--- src/rtl/core/usjd_pkg.sv ---
// Package for the seconds-to-Julian-date converter: field widths, reciprocal
// constants for the pipelined constant divisions, and the small month tables.
// No dependencies; imported by unix_seconds_to_julian_date_top.
package usjd_pkg;

  // Field widths
  localparam int unsigned FRACTION_BITS = 32;
  localparam int unsigned EPOCH_BITS    = 38;
  localparam int unsigned SFRAC_BITS    = 32;
  localparam int unsigned JDAY_BITS     = 23;
  localparam int unsigned OUT_BITS      = FRACTION_BITS + JDAY_BITS;
  localparam int unsigned IN_TDATA_W    = ((EPOCH_BITS + SFRAC_BITS + 7) / 8) * 8;
  localparam int unsigned OUT_TDATA_W   = ((OUT_BITS + 7) / 8) * 8;

  // Pipeline depth
  localparam int unsigned NUM_STAGES    = 16;

  // Day split: 86400 = 128 * 675, divide (secs >> 7) by 675
  localparam int unsigned SECX_BITS     = EPOCH_BITS - 7;
  localparam int unsigned DAYS_BITS     = 22;
  localparam int unsigned SOD_BITS      = 17;
  localparam int unsigned DAY_SHIFT     = SECX_BITS + 10;
  localparam logic [63:0] DAY_RECIP     = ((64'd1 << DAY_SHIFT) + 64'd674) / 64'd675;
  localparam int unsigned DAY_PROD_W    = SECX_BITS + 32;
  localparam logic [9:0]  DIV_675       = 10'd675;

  // Civil-from-days constants
  localparam logic [DAYS_BITS-1:0] DAY_OFFSET = 22'd719468;
  localparam int unsigned ERA_BITS      = 5;
  localparam int unsigned ERA_SHIFT     = DAYS_BITS + 18;
  localparam logic [63:0] ERA_RECIP     = ((64'd1 << ERA_SHIFT) + 64'd146096) / 64'd146097;
  localparam int unsigned ERA_PROD_W    = DAYS_BITS + 23;
  localparam int unsigned EM_BITS       = 23;
  localparam logic [EM_BITS-1:0] DAYS_PER_ERA = 23'd146097;
  localparam int unsigned DOE_BITS      = 18;
  localparam logic [DOE_BITS-1:0] DOE_CENT1 = 18'd36524;
  localparam logic [DOE_BITS-1:0] DOE_CENT2 = 18'd73048;
  localparam logic [DOE_BITS-1:0] DOE_CENT3 = 18'd109572;
  localparam logic [DOE_BITS-1:0] DOE_LAST  = 18'd146096;
  localparam int unsigned Q4_SHIFT      = DOE_BITS + 11;
  localparam logic [63:0] Q4_RECIP      = ((64'd1 << Q4_SHIFT) + 64'd1459) / 64'd1460;
  localparam int unsigned YR_SHIFT      = DOE_BITS + 9;
  localparam logic [63:0] YR_RECIP      = ((64'd1 << YR_SHIFT) + 64'd364) / 64'd365;
  localparam int unsigned DOE_PROD_W    = DOE_BITS + 19;
  localparam int unsigned YOE_BITS      = 9;
  localparam int unsigned C100_SHIFT    = YOE_BITS + 7;
  localparam logic [63:0] C100_RECIP    = ((64'd1 << C100_SHIFT) + 64'd99) / 64'd100;
  localparam int unsigned C100_PROD_W   = YOE_BITS + 10;
  localparam int unsigned DOY_BITS      = 9;
  localparam int unsigned MPN_BITS      = 11;
  localparam int unsigned MP_SHIFT      = MPN_BITS + 8;
  localparam logic [63:0] MP_RECIP      = ((64'd1 << MP_SHIFT) + 64'd152) / 64'd153;
  localparam int unsigned MP_PROD_W     = MPN_BITS + 12;
  localparam logic [3:0]  MP_MARCH_END  = 4'd10;
  localparam int unsigned YEAR_BITS     = 14;
  localparam int unsigned S7_BITS       = 17;
  localparam logic [JDAY_BITS-1:0] DAY_NUMBER_BASE = 23'd1721013;

  // Time of day: num = second of day in units of 2^-FRACTION_BITS, then / 86400
  localparam int unsigned TUP           = (FRACTION_BITS > 32) ? FRACTION_BITS - 32 : 0;
  localparam int unsigned TDOWN         = (FRACTION_BITS < 32) ? 32 - FRACTION_BITS : 0;
  localparam int unsigned TX_BITS       = FRACTION_BITS + 10;
  localparam int unsigned TLO_BITS      = FRACTION_BITS / 2;
  localparam int unsigned THI_BITS      = TX_BITS - TLO_BITS;
  localparam int unsigned TQ1_BITS      = FRACTION_BITS - TLO_BITS;
  localparam int unsigned TX2_BITS      = 10 + TLO_BITS;
  localparam int unsigned TK1           = THI_BITS + 10;
  localparam int unsigned TK2           = TX2_BITS + 10;
  localparam logic [63:0] TRECIP1       = ((64'd1 << TK1) + 64'd674) / 64'd675;
  localparam logic [63:0] TRECIP2       = ((64'd1 << TK2) + 64'd674) / 64'd675;
  localparam int unsigned TP1_W         = 2 * THI_BITS + 1;
  localparam int unsigned TP2_W         = 2 * TX2_BITS + 1;

  // Days in the March-based year before month index mp: floor((153*mp+2)/5)
  function automatic logic [8:0] days_before_month(input logic [3:0] mp);
    logic [8:0] v;
    unique case (mp)
      4'd0:    v = 9'd0;
      4'd1:    v = 9'd31;
      4'd2:    v = 9'd61;
      4'd3:    v = 9'd92;
      4'd4:    v = 9'd122;
      4'd5:    v = 9'd153;
      4'd6:    v = 9'd184;
      4'd7:    v = 9'd214;
      4'd8:    v = 9'd245;
      4'd9:    v = 9'd275;
      4'd10:   v = 9'd306;
      4'd11:   v = 9'd337;
      default: v = 9'd0;
    endcase
    return v;
  endfunction

  // Month term of the day-number formula: floor(275*m/9)
  function automatic logic [8:0] month_offset(input logic [3:0] m);
    logic [8:0] v;
    unique case (m)
      4'd1:    v = 9'd30;
      4'd2:    v = 9'd61;
      4'd3:    v = 9'd91;
      4'd4:    v = 9'd122;
      4'd5:    v = 9'd152;
      4'd6:    v = 9'd183;
      4'd7:    v = 9'd213;
      4'd8:    v = 9'd244;
      4'd9:    v = 9'd275;
      4'd10:   v = 9'd305;
      4'd11:   v = 9'd336;
      4'd12:   v = 9'd366;
      default: v = 9'd0;
    endcase
    return v;
  endfunction

endpackage

--- src/rtl/core/unix_seconds_to_julian_date_top.sv ---
// Top level of the seconds-to-Julian-date converter: a 16-stage pipeline that
// splits epoch seconds into date and time of day and forms the Julian date.
// Depends on usjd_pkg.
//
// Usage:
//   Slave stream carries one timestamp per transfer: epoch_seconds (whole
//   seconds since 1970-01-01 UTC) and second_fraction (binary fraction of a
//   second). Master stream returns one Julian date per timestamp as unsigned
//   fixed point with FRACTION_BITS fraction bits, truncated; the day number
//   uses the every-fourth-year-leap formula on the proleptic Gregorian date.
//   A slave transfer moves through the registers of every stage in order
//   before it is offered as a master transfer on m_axis_tvalid.
//   Throughput is one timestamp per cycle when nothing stalls; every
//   constant division is a reciprocal multiply, and the depth is set by the
//   chain day split -> era -> year of era -> month -> day number.
//   Each stage advances when it is empty or the stage after it advances, so
//   a stall on the master side fills bubbles first and only then drops
//   s_axis_tready; nothing is lost or repeated.
//   Reset empties the pipeline; s_axis_tready is high right after reset.
module unix_seconds_to_julian_date_top
  import usjd_pkg::*;
(
  input  logic                   clk_i,
  input  logic                   rst_ni,
  input  logic                   s_axis_tvalid,
  output logic                   s_axis_tready,
  // [37:0] epoch_seconds, [69:38] second_fraction, rest zero
  input  logic [IN_TDATA_W-1:0]  s_axis_tdata,
  output logic                   m_axis_tvalid,
  input  logic                   m_axis_tready,
  // [54:0] julian_date_fixed, rest zero
  output logic [OUT_TDATA_W-1:0] m_axis_tdata
);

  // Stage valids and advance enables
  logic [NUM_STAGES:1]   vld_q;
  logic [NUM_STAGES:1]   vld_in;
  logic [NUM_STAGES:1]   en;

  // Advance stage i when any stage at or after i is empty, or output is taken
  always_comb begin
    for (int i = 1; i <= NUM_STAGES; i++) begin
      en[i] = m_axis_tready | (|((~vld_q) >> (i - 1)));
    end
  end

  assign vld_in        = {vld_q[NUM_STAGES-1:1], s_axis_tvalid};
  assign s_axis_tready = en[1];

  always_ff @(posedge clk_i or negedge rst_ni) begin
    if (!rst_ni) begin
      vld_q <= '0;
    end else begin
      for (int i = 1; i <= NUM_STAGES; i++) begin
        if (en[i]) begin
          vld_q[i] <= vld_in[i];
        end
      end
    end
  end

  // Input fields
  logic [EPOCH_BITS-1:0] in_secs;
  logic [SFRAC_BITS-1:0] in_frac;
  assign in_secs = s_axis_tdata[EPOCH_BITS-1:0];
  assign in_frac = s_axis_tdata[EPOCH_BITS +: SFRAC_BITS];

  // Stage registers
  logic [DAYS_BITS-1:0]  s1_days_q, s2_days_q;
  logic [EPOCH_BITS-1:0] s1_secs_q, s2_secs_q;
  logic [SFRAC_BITS-1:0] s1_frac_q, s2_frac_q, s3_frac_q;
  logic [31:0]           s2_dm_q;
  logic [SOD_BITS-1:0]   s3_sod_q;
  logic [DAYS_BITS-1:0]  s3_z_q, s4_z_q, s5_z_q;
  logic [ERA_BITS-1:0]   s4_era_q, s5_era_q, s6_era_q, s7_era_q, s8_era_q, s9_era_q;
  logic [ERA_BITS-1:0]   s10_era_q;
  logic [EM_BITS-1:0]    s5_em_q;
  logic [TQ1_BITS-1:0]   s4_tq1_q, s5_tq1_q, s6_tq1_q;
  logic [THI_BITS-1:0]   s4_thi_q, s5_thi_q;
  logic [TLO_BITS-1:0]   s4_tlo_q, s5_tlo_q;
  logic [THI_BITS-1:0]   s5_tq1m_q;
  logic [TX2_BITS-1:0]   s6_tx2_q;
  logic [DOE_BITS-1:0]   s6_doe_q, s7_doe_q, s8_doe_q, s9_doe_q, s10_doe_q;
  logic [6:0]            s7_a_q;
  logic [2:0]            s7_b_q;
  logic                  s7_c_q;
  logic [FRACTION_BITS-1:0] s7_tq_q, s8_tq_q, s9_tq_q, s10_tq_q, s11_tq_q, s12_tq_q;
  logic [FRACTION_BITS-1:0] s13_tq_q, s14_tq_q, s15_tq_q;
  logic [DOE_BITS-1:0]   s8_t_q;
  logic [YOE_BITS-1:0]   s9_yoe_q, s10_yoe_q;
  logic [DOE_BITS-1:0]   s10_m365_q;
  logic [1:0]            s10_c100_q;
  logic [DOY_BITS-1:0]   s11_doy_q, s12_doy_q;
  logic [YEAR_BITS-1:0]  s11_yb_q, s12_yb_q, s13_y_q;
  logic [3:0]            s12_mp_q, s13_m_q;
  logic [4:0]            s13_d_q;
  logic                  s13_late_q;
  logic [JDAY_BITS-1:0]  s14_a367_q;
  logic [S7_BITS-3:0]    s14_s7_q;
  logic [8:0]            s14_md_q;
  logic [JDAY_BITS-1:0]  s15_jday_q;
  logic [OUT_BITS-1:0]   s16_res_q;

  // Stage 1: days = (secs >> 7) / 675 by reciprocal
  logic [DAY_PROD_W-1:0] day_prod;
  assign day_prod = DAY_PROD_W'(in_secs[EPOCH_BITS-1:7]) * DAY_PROD_W'(DAY_RECIP[31:0]);

  // Stage 3: second of day and shifted day count
  logic [SECX_BITS-1:0] day_rem;
  assign day_rem = s2_secs_q[EPOCH_BITS-1:7] - s2_dm_q[SECX_BITS-1:0];

  // Stage 4: era by reciprocal; time of day scaled and split for long division
  logic [ERA_PROD_W-1:0] era_prod;
  logic [63:0]           tfix;
  logic [63:0]           tnum;
  logic [TX_BITS-1:0]    tx;
  logic [TP1_W-1:0]      tp1;
  assign era_prod = ERA_PROD_W'(s3_z_q) * ERA_PROD_W'(ERA_RECIP[22:0]);
  assign tfix     = {{(64 - SOD_BITS - SFRAC_BITS){1'b0}}, s3_sod_q, s3_frac_q};
  assign tnum     = (tfix << TUP) >> TDOWN;
  assign tx       = tnum[7 +: TX_BITS];
  assign tp1      = TP1_W'(tx[TLO_BITS +: THI_BITS]) * TP1_W'(TRECIP1[THI_BITS:0]);

  // Stage 6: day of era; remainder of the upper time digit
  logic [EM_BITS-1:0]  doe_full;
  logic [THI_BITS-1:0] trem;
  assign doe_full = EM_BITS'(s5_z_q) - s5_em_q;
  assign trem     = s5_thi_q - s5_tq1m_q;

  // Stage 7: century and four-year corrections; lower time digit
  logic [DOE_PROD_W-1:0] q4_prod;
  logic [TP2_W-1:0]      tp2;
  assign q4_prod = DOE_PROD_W'(s6_doe_q) * DOE_PROD_W'(Q4_RECIP[18:0]);
  assign tp2     = TP2_W'(s6_tx2_q) * TP2_W'(TRECIP2[TX2_BITS:0]);

  // Stage 9: year of era
  logic [DOE_PROD_W-1:0] yr_prod;
  assign yr_prod = DOE_PROD_W'(s8_t_q) * DOE_PROD_W'(YR_RECIP[18:0]);

  // Stage 10: year-of-era day count terms
  logic [C100_PROD_W-1:0] c100_prod;
  assign c100_prod = C100_PROD_W'(s9_yoe_q) * C100_PROD_W'(C100_RECIP[9:0]);

  // Stage 11: day of year, base year
  logic [DOE_BITS-1:0] yr_days;
  logic [DOE_BITS-1:0] doy_full;
  assign yr_days  = s10_m365_q + DOE_BITS'(s10_yoe_q >> 2) - DOE_BITS'(s10_c100_q);
  assign doy_full = s10_doe_q - yr_days;

  // Stage 12: March-based month index
  logic [MPN_BITS-1:0]  mp_num;
  logic [MP_PROD_W-1:0] mp_prod;
  assign mp_num  = (MPN_BITS'(s11_doy_q) << 2) + MPN_BITS'(s11_doy_q) + MPN_BITS'(2);
  assign mp_prod = MP_PROD_W'(mp_num) * MP_PROD_W'(MP_RECIP[11:0]);

  // Stage 13: month, day, year
  logic [DOY_BITS-1:0] day_full;
  logic                mp_late;
  assign mp_late  = (s12_mp_q >= MP_MARCH_END);
  assign day_full = s12_doy_q - days_before_month(s12_mp_q) + DOY_BITS'(1);

  // Stage 14: formula terms
  logic [S7_BITS-1:0] s7_full;
  assign s7_full = (S7_BITS'(s13_y_q) + S7_BITS'(!s13_late_q)) * S7_BITS'(7);

  // Payload registers
  always_ff @(posedge clk_i) begin
    if (en[1]) begin
      s1_days_q <= day_prod[DAY_SHIFT +: DAYS_BITS];
      s1_secs_q <= in_secs;
      s1_frac_q <= in_frac;
    end
    if (en[2]) begin
      s2_dm_q   <= 32'(s1_days_q) * 32'(DIV_675);
      s2_days_q <= s1_days_q;
      s2_secs_q <= s1_secs_q;
      s2_frac_q <= s1_frac_q;
    end
    if (en[3]) begin
      s3_sod_q  <= {day_rem[9:0], s2_secs_q[6:0]};
      s3_z_q    <= s2_days_q + DAY_OFFSET;
      s3_frac_q <= s2_frac_q;
    end
    if (en[4]) begin
      s4_era_q <= era_prod[ERA_SHIFT +: ERA_BITS];
      s4_z_q   <= s3_z_q;
      s4_tq1_q <= tp1[TK1 +: TQ1_BITS];
      s4_thi_q <= tx[TLO_BITS +: THI_BITS];
      s4_tlo_q <= tx[TLO_BITS-1:0];
    end
    if (en[5]) begin
      s5_em_q   <= EM_BITS'(s4_era_q) * DAYS_PER_ERA;
      s5_z_q    <= s4_z_q;
      s5_era_q  <= s4_era_q;
      s5_tq1m_q <= THI_BITS'(s4_tq1_q) * THI_BITS'(DIV_675);
      s5_tq1_q  <= s4_tq1_q;
      s5_thi_q  <= s4_thi_q;
      s5_tlo_q  <= s4_tlo_q;
    end
    if (en[6]) begin
      s6_doe_q <= doe_full[DOE_BITS-1:0];
      s6_era_q <= s5_era_q;
      s6_tx2_q <= {trem[9:0], s5_tlo_q};
      s6_tq1_q <= s5_tq1_q;
    end
    if (en[7]) begin
      s7_a_q   <= q4_prod[Q4_SHIFT +: 7];
      s7_b_q   <= 3'(s6_doe_q >= DOE_CENT1) + 3'(s6_doe_q >= DOE_CENT2)
                + 3'(s6_doe_q >= DOE_CENT3) + 3'(s6_doe_q >= DOE_LAST);
      s7_c_q   <= (s6_doe_q == DOE_LAST);
      s7_doe_q <= s6_doe_q;
      s7_era_q <= s6_era_q;
      s7_tq_q  <= {s6_tq1_q, tp2[TK2 +: TLO_BITS]};
    end
    if (en[8]) begin
      s8_t_q   <= s7_doe_q - DOE_BITS'(s7_a_q) + DOE_BITS'(s7_b_q) - DOE_BITS'(s7_c_q);
      s8_doe_q <= s7_doe_q;
      s8_era_q <= s7_era_q;
      s8_tq_q  <= s7_tq_q;
    end
    if (en[9]) begin
      s9_yoe_q <= yr_prod[YR_SHIFT +: YOE_BITS];
      s9_doe_q <= s8_doe_q;
      s9_era_q <= s8_era_q;
      s9_tq_q  <= s8_tq_q;
    end
    if (en[10]) begin
      s10_m365_q <= DOE_BITS'(s9_yoe_q) * DOE_BITS'(365);
      s10_c100_q <= c100_prod[C100_SHIFT +: 2];
      s10_yoe_q  <= s9_yoe_q;
      s10_doe_q  <= s9_doe_q;
      s10_era_q  <= s9_era_q;
      s10_tq_q   <= s9_tq_q;
    end
    if (en[11]) begin
      s11_doy_q <= doy_full[DOY_BITS-1:0];
      s11_yb_q  <= YEAR_BITS'(s10_yoe_q) + YEAR_BITS'(s10_era_q) * YEAR_BITS'(400);
      s11_tq_q  <= s10_tq_q;
    end
    if (en[12]) begin
      s12_mp_q  <= mp_prod[MP_SHIFT +: 4];
      s12_doy_q <= s11_doy_q;
      s12_yb_q  <= s11_yb_q;
      s12_tq_q  <= s11_tq_q;
    end
    if (en[13]) begin
      s13_m_q    <= mp_late ? s12_mp_q - 4'd9 : s12_mp_q + 4'd3;
      s13_d_q    <= day_full[4:0];
      s13_y_q    <= s12_yb_q + YEAR_BITS'(mp_late);
      s13_late_q <= mp_late;
      s13_tq_q   <= s12_tq_q;
    end
    if (en[14]) begin
      s14_a367_q <= JDAY_BITS'(s13_y_q) * JDAY_BITS'(367);
      s14_s7_q   <= s7_full[S7_BITS-1:2];
      s14_md_q   <= month_offset(s13_m_q) + 9'(s13_d_q);
      s14_tq_q   <= s13_tq_q;
    end
    if (en[15]) begin
      s15_jday_q <= s14_a367_q - JDAY_BITS'(s14_s7_q) + JDAY_BITS'(s14_md_q)
                  + DAY_NUMBER_BASE;
      s15_tq_q   <= s14_tq_q;
    end
    if (en[16]) begin
      s16_res_q <= (OUT_BITS'(s15_jday_q) << FRACTION_BITS)
                 + (OUT_BITS'(1) << (FRACTION_BITS - 1))
                 + OUT_BITS'(s15_tq_q);
    end
  end

  // Output
  assign m_axis_tvalid = vld_q[NUM_STAGES];
  assign m_axis_tdata  = OUT_TDATA_W'(s16_res_q);

  // An empty output stage lets the whole pipeline advance
  assert property (@(posedge clk_i) disable iff (!rst_ni)
    !m_axis_tvalid |-> s_axis_tready)
    else $error("input blocked while output stage is empty");

  // A full pipeline under output stall takes no new transfer
  assert property (@(posedge clk_i) disable iff (!rst_ni)
    (&vld_q && !m_axis_tready) |-> !s_axis_tready)
    else $error("input accepted while every stage is full and stalled");

  // An accepted transfer occupies the first stage
  assert property (@(posedge clk_i) disable iff (!rst_ni)
    (s_axis_tvalid && s_axis_tready) |=> vld_q[1])
    else $error("accepted transfer missing from first stage");

endmodule
--- config.mk ---
export PLATFORM = sky130hd
export DESIGN_NAME = unix_seconds_to_julian_date_top
export DESIGN_NICKNAME = d
export VERILOG_FILES = /design/src/rtl/core/usjd_pkg.sv /design/src/rtl/core/unix_seconds_to_julian_date_top.sv
export SDC_FILE = /design/constraint.sdc
export NUM_CORES = 2
export LEC_CHECK = 0
export CORE_MARGIN = 2
export CORE_UTILIZATION = 48
export DETAILED_ROUTE_END_ITERATION = 16
export DONT_BUFFER_PORTS = 1
export PLACE_DENSITY = 0.74
export SLEW_MARGIN = 5
export SYNTH_ARGS = -nofsm -noshare
export SYNTH_HDL_FRONTEND = slang
export SYNTH_SLANG_ARGS = --single-unit
--- constraint.sdc ---
create_clock -name clk_i -period 14.9 [get_ports clk_i]
set_input_delay 4.47 -clock clk_i [delete_from_list [all_inputs] [get_ports clk_i]]
set_output_delay 4.47 -clock clk_i [all_outputs]
set_load 0.02 [all_outputs]
==> impl_metrics.ini <==
[route]
wirelength_um = 190000
first_iter_violations = 2578
drc = 0
via_count = 54800
firstDrtPassIters = 5
ant_nets = 0
routed_via_density = 5.11
routedWlPerCell_um = 17.7

[yosys]
synthTopCellsByCount = inv_1, ha_1, fa_1
synth_nets = 11100
synth_top_area_share_pct = 31.4
yosys_warnings = 0
async_flop_share_pct = 1.52
syn_area_per_cell_sq_um = 12.5
synth_cells = 7840
synth_flop_cell = edfxtp_1
synth-seq-area-share_pct = 32.1
ys_top_cells_by_area = edfxtp_1, ha_1, fa_1
ys_ff_latch = 1053
synth-edff-count = 1023
yosysMostFrequentCell = inv_1
yosysUniqueCellTypes = 77
synth_area_leader_cell = edfxtp_1
synth_area_sq_um = 97900

[grt]
grt_pass1_wl_um = 315000
antenna_found_initial = 6
grt_pass1_vias = 60900
overflow = 0
grt_use_total_pct = 19.0
grt_max_degree = 81

[floorplanning]
die_x_um = 456
die-area_sq_um = 208000
coreArea_sq_um = 203000
initial_core_util_pct = 48.3
die_h_um = 456
num_io_pins = 134
rows = 165

[placement]
dpl_cell_area_sq_um = 101000
hpwl_um = 158000
globalplace.congestion = 0.932
port_buffers = 0

[sta]
setup_viol = 0
finalHoldViolCount = 0
fin_setup_tns_ps = 0
whs_ps = 376
max_freq_mhz = 81.4
grt_setup_unrepaired = false
period_share_pct = 82.4
maxSlewHeadroom_pct = 23.5
finalMaxSlewViolations = 0
min_period_ps = 12280
tightest_slew_ps = 1150
fin_skew_ps = 65.8

[final_layout]
fillers = 16800
final_area_sq_um = 105000
layout.nets = 11200
final_layout_size_suffix_gt1_share_pct = 2.82
areaGrowthSynthToFinish_pct = 7.32
seq_area_sq_um = 31400
multi_input_area_sq_um = 59000

[worst_setup_path]
worstPathRequired_ps = 10430
r2r_setup_slack_ps = 7120
r2r_start = s11_doy_q[1]
endpoint_kind = output pin
path_class = input pin to output pin
start_kind = input pin
worstPathArrival_ps = 7810
critical_path_peak_fanout = 66
cp-startpoint = m_axis_tready

[run_status]
status = completed

[min_path]
worstHoldStart = s4_z_q[4]
hp-class = flop to flop

[clocking]
clockBufferDepth = 3
cts_sinks = 1053
cts_setup_buffers = 0
worstSkewPairLatency_ps = 760
clk_pin_slew_ps = 70
cts_hold_buf = 0
htree_levels = 3
cts_tree = yes
ctsResizeCount = 0
root_buffer = clkbuf_16
cts_inserted_buffers = 104

[run]
cap_violations = 0
## sequential cells by signal, indices dropped and copies added, names as in the netlist, 22 cells and up, named ones only
name / count
s14_a367_q: 23
s10_tq_q: 32
s7_tq_q: 32
s3_frac_q: 25
s2_frac_q: 25
s1_frac_q: 25
s12_tq_q: 32
s6_tx2_q: 26
s9_tq_q: 32
s1_days_q: 22
s13_tq_q: 32
s11_tq_q: 32
s8_tq_q: 32
s16_res_q: 55
s15_jday_q: 23
s3_z_q: 22
s2_days_q: 22
s14_tq_q: 32
s15_tq_q: 32
## critical path, cell delays in order
cell,delay [ps]
nor2b_1,250
and2_1,290
and3_1,510
nand4_1,160
buf_4,380
nor2_1,270
and2_1,250
and3_1,400
and3_1,400
nand4_1,140
buf_4,270
## kinds of logic (layout without fill, tap and decap cells)
family	after synthesis	in the layout	synth area share [%]
fa+ha+maj	3166	3166	49.7
buf+inv	2005	2216	7.69
flops	1053	1053	32.1
compound gates	649	649	4.25
simple gates	618	618	3.14
xor+xnor	341	341	3.06
mux	7	7	0.0869
other cells	1	2	0.00383
## cell type report
type	instances	area share [%]
well taps	2672	3.18
diodes	1	0.00238
repair buffers	21	0.150
multi-input cells	4782	56.2
clock inverters	70	0.883
clock buffers	125	2.58
inverters	2000	7.15
flip-flops and latches	1053	29.9
## per-stage QoR
| step | std cells | setup WS (ps) | utilization, % |
|---|---|---|---|
| 2_1_floorplan | 7840 | 403 | - |
| 3_3_place_gp | 10500 | 2570 | 50.1 |
| 3_5_place_dp | 10500 | 2560 | 50.1 |
| 4_1_cts | 10700 | 2520 | 51.9 |
| 5_1_grt | 10700 | 2330 | 51.9 |
| 6_report | 10700 | 2620 | 51.9 |
## path summary, 6_finish.rpt
kind,endpoint,depth (start not counted)
max in group asynchronous,vld_q[5],0
min,s5_z_q[4],0
max,s_axis_tready,11
max reg2reg,flop,26
min reg2reg,s5_z_q[4],0
min in group asynchronous,vld_q[12],0
## per-layer routing
metal,global-route usage (%),wire length (um),up-vias
met4,4.69,4290,6
met1,23.7,79600,27600
met5,0,40,-
met3,2.55,7630,275
met2,34.5,98700,949
li1,-,-,25900
## layout by cell type (no fill, tap or decap), types with 40 or more instances in the layout
cell and instances:
inv_1 1993, ha_1 1965, a21oi_1 208, o21ai_0 113, nor3_1 47, nand4_1 44
xor2_1 91, xnor2_1 249, fa_1 1201, nand2_1 123, nand2b_1 40, nor2b_1 47
clkbuf_16 104, nand3_1 56, nor2_1 154, edfxtp_1 1023, a21o_1 111
Power is not shown: default switching activity piles up to over one toggle a cycle in this logic, so the estimate is an artifact.
